--- config.mk ---
export PLATFORM = sky130hd
export DESIGN_NAME = encoder_position_trigger_window_unit
export DESIGN_NICKNAME = d
export VERILOG_FILES = /design/src/rtl/core/ept_pkg.sv /design/src/rtl/core/ept_cfg.sv /design/src/rtl/core/ept_edge_detect.sv /design/src/rtl/core/ept_position.sv /design/src/rtl/core/encoder_position_trigger_window_unit.sv
export SDC_FILE = /design/constraint.sdc
export NUM_CORES = 1
export LEC_CHECK = 0
export BUFFER_PORTS_ARGS = -buffer_cell sky130_fd_sc_hd__buf_4
export CAP_MARGIN = 40
export CORE_MARGIN = 2
export CORE_UTILIZATION = 45
export CTS_BUF_LIST = sky130_fd_sc_hd__clkbuf_8
export DETAILED_ROUTE_END_ITERATION = 12
export MAX_ROUTING_LAYER = met4
export PLACE_DENSITY = 0.7
export SYNTH_ARGS = -nofsm -noshare
export SYNTH_HDL_FRONTEND = slang
export SYNTH_SLANG_ARGS = --single-unit
export TNS_END_PERCENT = 30
--- constraint.sdc ---
create_clock -name aclk -period 8.63 [get_ports aclk]
set_input_delay 0.863 -clock aclk [delete_from_list [all_inputs] [get_ports aclk]]
set_output_delay 0.863 -clock aclk [all_outputs]
set_load 0.005 [all_outputs]
--- src/rtl/core/ept_pkg.sv ---
// Shared types and constants for the encoder position trigger window unit.
package ept_pkg;

    // History patterns: all lows then 8 highs (rise), then 8 lows (fall)
    localparam logic [15:0] RISE_PATTERN = 16'd255;
    localparam logic [15:0] FALL_PATTERN = 16'd65280;

    localparam int CFG_ADDR_BITS = 4;
    localparam int CNT_BITS      = 16;
    // Window bound width: start + slip + width always fits in 19 bits signed
    localparam int BOUND_BITS    = 19;

    // Register indexes (paddr[3:2])
    typedef enum logic [1:0] {
        REG_RUN_LENGTH     = 2'd0,
        REG_START_POSITION = 2'd1,
        REG_SLIP_OFFSET    = 2'd2,
        REG_PULSE_WIDTH    = 2'd3
    } reg_idx_t;

    localparam logic [15:0] RUN_LENGTH_RST     = 16'd500;
    localparam logic [15:0] START_POSITION_RST = 16'd250;
    localparam logic [15:0] SLIP_OFFSET_RST    = 16'd0;
    localparam logic [15:0] PULSE_WIDTH_RST    = 16'd5;

    typedef struct packed {
        logic [15:0]        run_length;
        logic [15:0]        start_position;
        logic signed [15:0] slip_offset;
        logic [15:0]        pulse_width;
    } cfg_t;

    typedef struct packed {
        logic rise;
        logic fall;
    } edge_t;

endpackage

--- src/rtl/core/ept_cfg.sv ---
// APB register file holding the trigger window configuration.
module ept_cfg
    import ept_pkg::*;
(
    input  logic                     aclk,
    input  logic                     aresetn,
    input  logic                     psel,
    input  logic                     penable,
    input  logic                     pwrite,
    input  logic [CFG_ADDR_BITS-1:0] paddr,
    input  logic [31:0]              pwdata,
    output logic [31:0]              prdata,
    output logic                     pready,
    output cfg_t                     cfg
);

    cfg_t     cfg_reg;
    logic     wr_en;
    reg_idx_t idx;

    assign pready = 1'b1;
    assign wr_en  = psel & penable & pwrite;
    assign idx    = reg_idx_t'(paddr[3:2]);
    assign cfg    = cfg_reg;

    // Register writes; run length of zero is held as one
    always_ff @(posedge aclk) begin
        if (!aresetn) begin
            cfg_reg.run_length     <= RUN_LENGTH_RST;
            cfg_reg.start_position <= START_POSITION_RST;
            cfg_reg.slip_offset    <= SLIP_OFFSET_RST;
            cfg_reg.pulse_width    <= PULSE_WIDTH_RST;
        end else if (wr_en) begin
            case (idx)
                REG_RUN_LENGTH: begin
                    cfg_reg.run_length <= (pwdata[15:0] == 16'd0) ? 16'd1 : pwdata[15:0];
                end
                REG_START_POSITION: cfg_reg.start_position <= pwdata[15:0];
                REG_SLIP_OFFSET:    cfg_reg.slip_offset    <= pwdata[15:0];
                REG_PULSE_WIDTH:    cfg_reg.pulse_width    <= pwdata[15:0];
                default: ;
            endcase
        end
    end

    // Readback
    always_comb begin
        case (idx)
            REG_RUN_LENGTH:     prdata = {16'd0, cfg_reg.run_length};
            REG_START_POSITION: prdata = {16'd0, cfg_reg.start_position};
            REG_SLIP_OFFSET:    prdata = {16'd0, cfg_reg.slip_offset};
            REG_PULSE_WIDTH:    prdata = {16'd0, cfg_reg.pulse_width};
            default:            prdata = 32'd0;
        endcase
    end

endmodule

--- src/rtl/core/ept_edge_detect.sv ---
// Sample history shift register and qualified rise/fall pattern match.
module ept_edge_detect
    import ept_pkg::*;
#(
    parameter int HISTORY_BITS = 32
) (
    input  logic  aclk,
    input  logic  aresetn,
    input  logic  sample_en,
    input  logic  level,
    output edge_t edges
);

    logic [HISTORY_BITS-1:0] hist_reg;
    logic [HISTORY_BITS-1:0] hist_next;

    assign hist_next = {hist_reg[HISTORY_BITS-2:0], level};

    // Pattern match on the shifted history, flags valid with sample_en
    assign edges.rise = (hist_next == HISTORY_BITS'(RISE_PATTERN));
    assign edges.fall = (hist_next == HISTORY_BITS'(FALL_PATTERN));

    always_ff @(posedge aclk) begin
        if (!aresetn) begin
            hist_reg <= '0;
        end else if (sample_en) begin
            hist_reg <= hist_next;
        end
    end

endmodule

--- src/rtl/core/ept_position.sv ---
// Rise counter with run-length wrap and held trigger window compare.
module ept_position
    import ept_pkg::*;
(
    input  logic                aclk,
    input  logic                aresetn,
    input  logic                sample_en,
    input  edge_t               edges,
    input  cfg_t                cfg,
    output logic                trigger_next,
    output logic [CNT_BITS-1:0] count_next
);

    logic [CNT_BITS-1:0]          count_reg;
    logic                         trigger_reg;
    logic [CNT_BITS-1:0]          count_inc;
    logic signed [BOUND_BITS-1:0] lo_bound;
    logic signed [BOUND_BITS-1:0] hi_bound;
    logic signed [BOUND_BITS-1:0] count_s;
    logic                         in_window;

    // Window bounds in signed arithmetic wide enough to never wrap
    assign lo_bound = $signed({3'b000, cfg.start_position})
                    + BOUND_BITS'(cfg.slip_offset);
    assign hi_bound = lo_bound + $signed({3'b000, cfg.pulse_width});

    assign count_inc = edges.rise ? count_reg + 1'b1 : count_reg;
    assign count_s   = $signed({3'b000, count_inc});
    assign in_window = (count_s >= lo_bound) && (count_s < hi_bound);

    // Trigger recomputed only on a rise; counter returns to zero at run length
    assign trigger_next = edges.rise ? in_window : trigger_reg;
    assign count_next   = (count_inc == cfg.run_length) ? '0 : count_inc;

    always_ff @(posedge aclk) begin
        if (!aresetn) begin
            count_reg   <= '0;
            trigger_reg <= 1'b0;
        end else if (sample_en) begin
            count_reg   <= count_next;
            trigger_reg <= trigger_next;
        end
    end

endmodule

--- src/rtl/core/encoder_position_trigger_window_unit.sv ---
// Encoder position trigger window unit: one sample word in, one result word out.
// Output is registered: a result word shows on m_tdata the cycle after its sample.
// Throughput: one sample word per cycle; the output register refills on the
// same edge its word is taken, so s_tready stays high while m_tready is high.
// Reset (aresetn low, synchronous): history, counter and trigger clear, the
// output register empties and the configuration returns to its defaults.
module encoder_position_trigger_window_unit
    import ept_pkg::*;
#(
    parameter int HISTORY_BITS = 32
) (
    input  logic                     aclk,
    input  logic                     aresetn,
    // Sample stream
    input  logic                     s_tvalid,
    output logic                     s_tready,
    input  logic [7:0]               s_tdata,   // [0] encoder_level, [7:1] zero
    // Result stream
    output logic                     m_tvalid,
    input  logic                     m_tready,
    output logic [23:0]              m_tdata,   // [0] trigger_out, [1] rise_seen,
                                                // [2] fall_seen, [18:3] position_count,
                                                // [23:19] zero
    // Configuration
    input  logic                     psel,
    input  logic                     penable,
    input  logic                     pwrite,
    input  logic [CFG_ADDR_BITS-1:0] paddr,
    input  logic [31:0]              pwdata,
    output logic [31:0]              prdata,
    output logic                     pready
);

    cfg_t                cfg;
    edge_t               edges;
    logic                sample_en;
    logic                trigger_next;
    logic [CNT_BITS-1:0] count_next;

    logic                out_valid_reg;
    logic [18:0]         out_data_reg;

    assign s_tready  = !out_valid_reg || m_tready;
    assign sample_en = s_tvalid && s_tready;

    ept_cfg u_cfg (
        .aclk    (aclk),
        .aresetn (aresetn),
        .psel    (psel),
        .penable (penable),
        .pwrite  (pwrite),
        .paddr   (paddr),
        .pwdata  (pwdata),
        .prdata  (prdata),
        .pready  (pready),
        .cfg     (cfg)
    );

    ept_edge_detect #(
        .HISTORY_BITS (HISTORY_BITS)
    ) u_edge (
        .aclk      (aclk),
        .aresetn   (aresetn),
        .sample_en (sample_en),
        .level     (s_tdata[0]),
        .edges     (edges)
    );

    ept_position u_pos (
        .aclk         (aclk),
        .aresetn      (aresetn),
        .sample_en    (sample_en),
        .edges        (edges),
        .cfg          (cfg),
        .trigger_next (trigger_next),
        .count_next   (count_next)
    );

    // Output register control
    always_ff @(posedge aclk) begin
        if (!aresetn) begin
            out_valid_reg <= 1'b0;
        end else if (s_tready) begin
            out_valid_reg <= s_tvalid;
        end
    end

    // Output payload
    always_ff @(posedge aclk) begin
        if (sample_en) begin
            out_data_reg <= {count_next, edges.fall, edges.rise, trigger_next};
        end
    end

    assign m_tvalid = out_valid_reg;
    assign m_tdata  = {5'd0, out_data_reg};

endmodule
# Word level (Yosys, flattened, before mapping)
# Cells that the tools add are included.
[totals]
register_bits = 132
inputBits = 51
word_cells = 37
[op_classes]
add_sub_neg = 3
magnitude_cmp = 2
n_eq_ne = 6
mux = 5
n_bitwise = 2
n_reduce_logical = 10
[ops]
columns = ["op", "n"]
rows = [
  ["$pmux W32 S4", 1],
  ["$mux W16", 3],
  ["$eq A32 B16 Y1 const B", 1],
  ["$eq A32 B8 Y1 const B", 1],
  ["$add A19 B17 Y19", 1],
  ["$ge A17 B19 Y1", 1],
  ["$lt A17 B19 Y1", 1],
  ["$add A17 B16 Y18", 1],
  ["$add A16 B1 Y16 const B", 1],
  ["$eq A16 B16 Y1", 1],
  ["$logic_not A16 Y1", 1],
  ["$reduce_and A2 Y1", 4],
  ["$eq A2 B2 Y1 const B", 2],
  ["$and A1 B1 Y1", 2],
  ["$eq A2 B1 Y1 const B", 1],
  ["$logic_and A1 B1 Y1", 2],
  ["$logic_not A2 Y1", 1],
  ["$logic_not A1 Y1", 1],
  ["$logic_or A1 B1 Y1", 1],
  ["$mux W1", 1],
]

# Logic depth before layout (Yosys ltp)
[depth]
word_depth = 5
ltp_mapped = 23

# Hierarchy
# Synthesis repeated with hierarchy kept, for this count alone.
[unflattened]
hier_cells = 970
hier_area_um2 = 8869.8
[by_module_without_submodules]
columns = ["mod", "n_inst", "cells_each", "area_each_um2", "seq_area_each_um2"]
rows = [
  ["ept_position", 1, 483, 3809.9, 340.3],
  ["ept_cfg", 1, 340, 3110.5, 1281.2],
  ["ept_edge_detect", 1, 117, 1280.0, 620.6],
  ["encoder_position_trigger_window_unit", 1, 30, 669.4, 590.6],
]

# Worst setup path before layout
# No wires, ideal clock.
[synth_path]
path_kind = "register -> register"
from = "reg u_cfg.cfg_reg (netlist bit u_cfg.cfg[16])"
to = "reg out_data_reg[0] (data pin)"
setup_ns = 0.267
arrival_time_ns = 3.890
required_ns = 8.363
setup_slack_ns = 4.473
path_stages_with_launch = 22
n_path_buf = 0
path_cell_list = "dfxtp_1 > ha_1 > inv_1 > fa_1 > nor2b_1 > o31a_1 > o211a_1 > o21ai_0 > nor3b_1 > xnor2_1 > ha_1 > a21oi_1 > nor3b_1 > o211ai_1 > a31o_2 > a21oi_1 > xor2_1 > ha_1 > and3_1 > nand3_1 > o221ai_1 > a31oi_1"
[synth_between]
elab_chain_len = 5
elab_cells_between_ends = 6
[synth_rtl]
columns = ["element", "line", "rtl"]
rows = [
  ["from (decl)", "ept_cfg.sv:17", "cfg_t cfg_reg;"],
  ["$add A17 B16 Y18 (*)", "ept_position.sv:24", "+ BOUND_BITS'(cfg.slip_offset);"],
  ["$add A19 B17 Y19", "ept_position.sv:25", "assign hi_bound = lo_bound + $signed({3'b000, cfg.pulse_width});"],
  ["$lt A17 B19 Y1", "ept_position.sv:29", "assign in_window = (count_s >= lo_bound) && (count_s < hi_bound);"],
  ["$logic_and A1 B1 Y1 (*)", "ept_position.sv:29", ""],
  ["$mux W1 (*)", "ept_position.sv:32", "assign trigger_next = edges.rise ? in_window : trigger_reg;"],
  ["via trigger_next", "encoder_position_trigger_window_unit.sv:37", "logic trigger_next;"],
  ["to (signal assigned)", "encoder_position_trigger_window_unit.sv:91", "out_data_reg <= {count_next, edges.fall, edges.rise, trigger_next};"],
  ["to (decl)", "encoder_position_trigger_window_unit.sv:41", "logic [18:0] out_data_reg;"],
]
# Mark *: on every way through the listed nets, which the timed path passes. The rest lies on a longest branch.
# A chain may end at the register's enable or synchronous reset.

# Worst setup path after layout
# Same ends and word-level chain as after synthesis.

==> results <==
- Once the clock tree was built, the resizer swapped 0 gates to a different size.
- Clock latency on the worst-skew pair, taken at its later pin, is 0.47 ns.
- Along the worst hold path, the cell count comes to 2.
- The post-detailed-routing wire length is 21,000 um.
- The sequential area share after synthesis is 0.334.
- The time the worst path needs with I/O delays and setup is 4.74 ns.
- The data arrival at the endpoint of the critical path is 4.94 ns.
- The share of synthesized flip-flops with an asynchronous set or reset is 0.
- The register with the most flip-flops in the layout has 64 of them.
- The count of buffers added on input and output ports is 62.
- The cell count after synthesis is 1,029.
- The classification of the worst-slack hold path is flip-flop to flip-flop.
- The share of synthesized cell area in full adder, half adder and majority cells is 0.103.
- The mean instance size in the synthesized netlist is 8.25 sq um.
- The starting utilization of the core area is 0.457.
- The count of cells in the finished layout, fillers not included, comes to 1,312.
- Setup repair after global routing left no endpoint under its margin.
- The highest net fanout along the worst path is 7.
- For the pin with the worst max-slew slack, the measured transition is 0.872 ns.
- The kind of end point of the critical path is a flip-flop.
- The biggest cell delay along the critical path is 0.35 ns.
- For this run, the total global-route usage over all layers was measured as 0.222.
- Power spread over the standard cell area amounts to 136 nW/um^2.
- 110 I/O pins were placed.
- The most prevalent standard cell on the critical path is sky130_fd_sc_hd__ha_1.
- The element type at the critical path start is a flip-flop.
- The routed layout has 7,310 vias.
- The sum of negative setup slack is 0 ns.
- The number of buffers inserted by hold repair at cts is 0.
- Leaving out fill and tap cells, the most frequent cell in the layout is sky130_fd_sc_hd__nand2_1.
- The fraction of the core area covered by cells at the end of the flow is 0.505.
- The static leakage is 3.87 nW.
- The highest clock frequency the design can meet is 211 MHz.
- The max-slew violation count was 0.
- The maximum root-to-sink buffer count is 2.
- The number of hold violations in the final report is 0.
- In this run the core area contains 50 standard-cell rows.
- The worst-case IR drop observed on VDD is 0.0959 mV.
- Clock tree synthesis inserted a total of 17 buffers.
- The detailed-placement wirelength estimate is 15,200 um.
- Across all setup checks in the final design, the least slack found is 3.89 ns.
- The clock transition time at the flip-flop clock pins of the worst setup and hold paths is 0.08 ns.
- The area fraction in compound gates after synthesis came to 0.154.
- Of the total synthesized cell area, the portion taken by AND, OR, NAND and NOR gates is 0.231.
- The signal on the critical path passes through ha_1 > inv_1 > fa_1 > nor2b_1 > o31a_1 > o211a_1 > o21ai_0 > nor3b_1 > xnor2_1 > ha_1 > a21oi_1 > nor3b_1 > o211ai_1 > a31o_2 > a21oi_1 > xor2_1 > ha_1 > and3_1 > nand3_1 > o221ai_1 > a31oi_1.
- The combinational family with the most area after synthesis is simple AND/OR/NAND/NOR gates.
- The flip-flop and latch count after synthesis is 132.
- The routed wire length per instance is 16.0 um.
- The H-tree depth reported by CTS is 4.
- The number of different library cells used by synthesis comes to 63.
- The clock root buffer master is sky130_fd_sc_hd__clkbuf_8.
- Setup violations remaining at the end of the flow were counted as 0.
- The die covers 20,000 sq um.
- The fraction of synthesized cell area in xor and xnor cells is 0.0615.
- Max-cap violations in this run came to 0.
- The die is 141 um wide.
- The number of synthesized flops with an enable pin is 19.
- The number of fill cells in the layout is 1,786.
- The number of DRC violations after detailed-routing iteration 0 is 621.
- After detailed routing, the number of remaining DRC violations is 0.
- The worst clock skew is 0.00856 ns.
- TritonCTS built the clock tree.
- The warning count from the yosys run is 0.
- For this run the aggregate overflow at the end of global routing stands at 0.
- The via count of the first global-routing pass came to 6,774.
- The fraction of synthesized area in multiplexers is 0.0500.
- The cell with the biggest individual delay on the critical path is sky130_fd_sc_hd__ha_1.
- Summing every instance area after synthesis gives 8490 sq um.
- The initial antenna violation count was 0.
- The flow ran to the end, and the final reports show no timing, DRC or antenna violations.
- After floorplanning, the core was sized to cover 18,600 sq um.
- The depth of the worst register-to-register path is 21.
- The net count reported at finish is 1,185.
- The tree built by TritonCTS fans out to 132 sinks.
- The share of final-layout standard cells stronger than drive strength 1 is 0.121.
- The data required time of the worst path is 8.83 ns.
- On the final layout, the worst hold slack is 0.468 ns.
- Including well taps, the total number of placed cells is 1,280.
- The worst setup timing slack at the placement stage is 3.90 ns.
- Entering global routing, the biggest net connects 66 pins.
- The post-detailed-route count of antenna-violating nets is 0.
- The worst-case headroom to the max-slew limit is 0.417.
- The number of setup buffers added after CTS is 0.
- The primary flip-flop cell chosen by synthesis mapping is sky130_fd_sc_hd__dfxtp_1.
- The global-route wire length before repair is 34,200 um.
- The first detailed-routing pass ran for 5 iterations.
- Compared with the post-synthesis result, the final layout area differs by 10.7%.
- The vertical extent of the die is 141 um.
- The mean number of vias per cell is 5.57.
- The critical path in this run is classified as flip-flop to flip-flop.
- The number of antenna repair diodes is 0.
- Routability-driven placement finished with a final weighted congestion of 0.923.
- Dividing the final minimum period by the clock period gives 0.549.
- The library cells used most frequently in the layout, excluding fill and tap cells, are sky130_fd_sc_hd__nand2_1 (212), sky130_fd_sc_hd__dfxtp_1 (113), sky130_fd_sc_hd__a21oi_1 (112).
stage by stage:
stage          area (sq um)  power (mW)
6_report               9390        1.28
5_1_grt                9390        1.33
4_1_cts                9390        1.29
3_5_place_dp           9010       0.780
3_3_place_gp           8990       0.778
2_1_floorplan          8560       0.738
cell type report:
| class | count | area, sq um | area share |
|---|---|---|---|
| clock buffers | 19 | 262 | 0.0278 |
| clock inverters | 13 | 120 | 0.0128 |
| inverters | 49 | 184 | 0.0196 |
| multi-input cells | 796 | 5170 | 0.551 |
| flip-flops and latches | 132 | 2830 | 0.302 |
| well taps | 234 | 293 | 0.0312 |
| repair buffers | 69 | 526 | 0.0560 |
report_power, final:
group | leakage [nW] | internal, mW | total (mW) | switching, mW
Combinational | 2.57 | 0.0523 | 0.127 | 0.0745
Clock | 0.198 | 0.265 | 0.514 | 0.249
Sequential | 1.10 | 0.632 | 0.639 | 0.00725
cells by family after synthesis:
kind of cell | Yosys count
mux | 21
flops | 132
compound gates | 219
other cells | 2
simple gates | 412
fa+ha+maj | 69
xor+xnor | 53
buf+inv | 121
cell usage after synthesis, types with 5 or more instances:
cell / number / area [sq um]
sky130_fd_sc_hd__a21o_1: 14 / 105
sky130_fd_sc_hd__a21oi_1: 112 / 561
sky130_fd_sc_hd__a31oi_1: 16 / 100
sky130_fd_sc_hd__and2_1: 8 / 50.1
sky130_fd_sc_hd__and3_1: 8 / 50.1
sky130_fd_sc_hd__and4_1: 5 / 43.8
sky130_fd_sc_hd__buf_4: 24 / 180
sky130_fd_sc_hd__clkbuf_1: 41 / 154
sky130_fd_sc_hd__dfxtp_1: 113 / 2260
sky130_fd_sc_hd__edfxtp_1: 19 / 571
sky130_fd_sc_hd__ha_1: 67 / 838
sky130_fd_sc_hd__inv_1: 46 / 173
sky130_fd_sc_hd__mux4_2: 17 / 383
sky130_fd_sc_hd__nand2_1: 212 / 796
sky130_fd_sc_hd__nand2b_1: 8 / 50.1
sky130_fd_sc_hd__nand3_1: 44 / 220
sky130_fd_sc_hd__nand4_1: 11 / 68.8
sky130_fd_sc_hd__nor2_1: 39 / 146
sky130_fd_sc_hd__nor2b_1: 9 / 56.3
sky130_fd_sc_hd__nor3_1: 10 / 50.1
sky130_fd_sc_hd__nor4_1: 21 / 131
sky130_fd_sc_hd__o211ai_1: 10 / 75.1
sky130_fd_sc_hd__o21ai_0: 27 / 135
sky130_fd_sc_hd__o31a_1: 5 / 43.8
sky130_fd_sc_hd__o31ai_1: 10 / 75.1
sky130_fd_sc_hd__or2_2: 5 / 31.3
sky130_fd_sc_hd__or3_1: 6 / 37.5
sky130_fd_sc_hd__or4_1: 8 / 60.1
sky130_fd_sc_hd__xnor2_1: 31 / 272
sky130_fd_sc_hd__xor2_1: 18 / 158
per-layer routing:
layer / global-route usage / wire length [um] / up-vias
met2: 0.356 / 9960 / 195
met3: 0.0375 / 1140 / 19
met5: - / 0 / -
met4: 0.0568 / 252 / 0
met1: 0.293 / 9650 / 3424
li1: - / - / 3672
path summary, 6_finish.rpt:
check,startpoint,to,slack (ns)
max,u_cfg.cfg[16],out_data_reg[0],3.89
min,u_edge.hist_reg[30],u_edge.hist_reg[30],0.47
max reg2reg,u_cfg.cfg[16],out_data_reg[0],3.89
min reg2reg,u_edge.hist_reg[30],u_edge.hist_reg[30],0.47
critical path, delay by kind of cell, from the launching register on:
| family | cells | cell delay, ns |
|---|---|---|
| adders and majority gates | 4 | 1.06 |
| xor gates and xnor gates | 2 | 0.28 |
| AOI/OAI and AO/OA | 9 | 1.93 |
| DFF | 1 | 0.34 |
| buffers and inverters | 1 | 0.07 |
| and+or+nand+nor | 5 | 0.79 |
(Power assumes the default switching activity.)
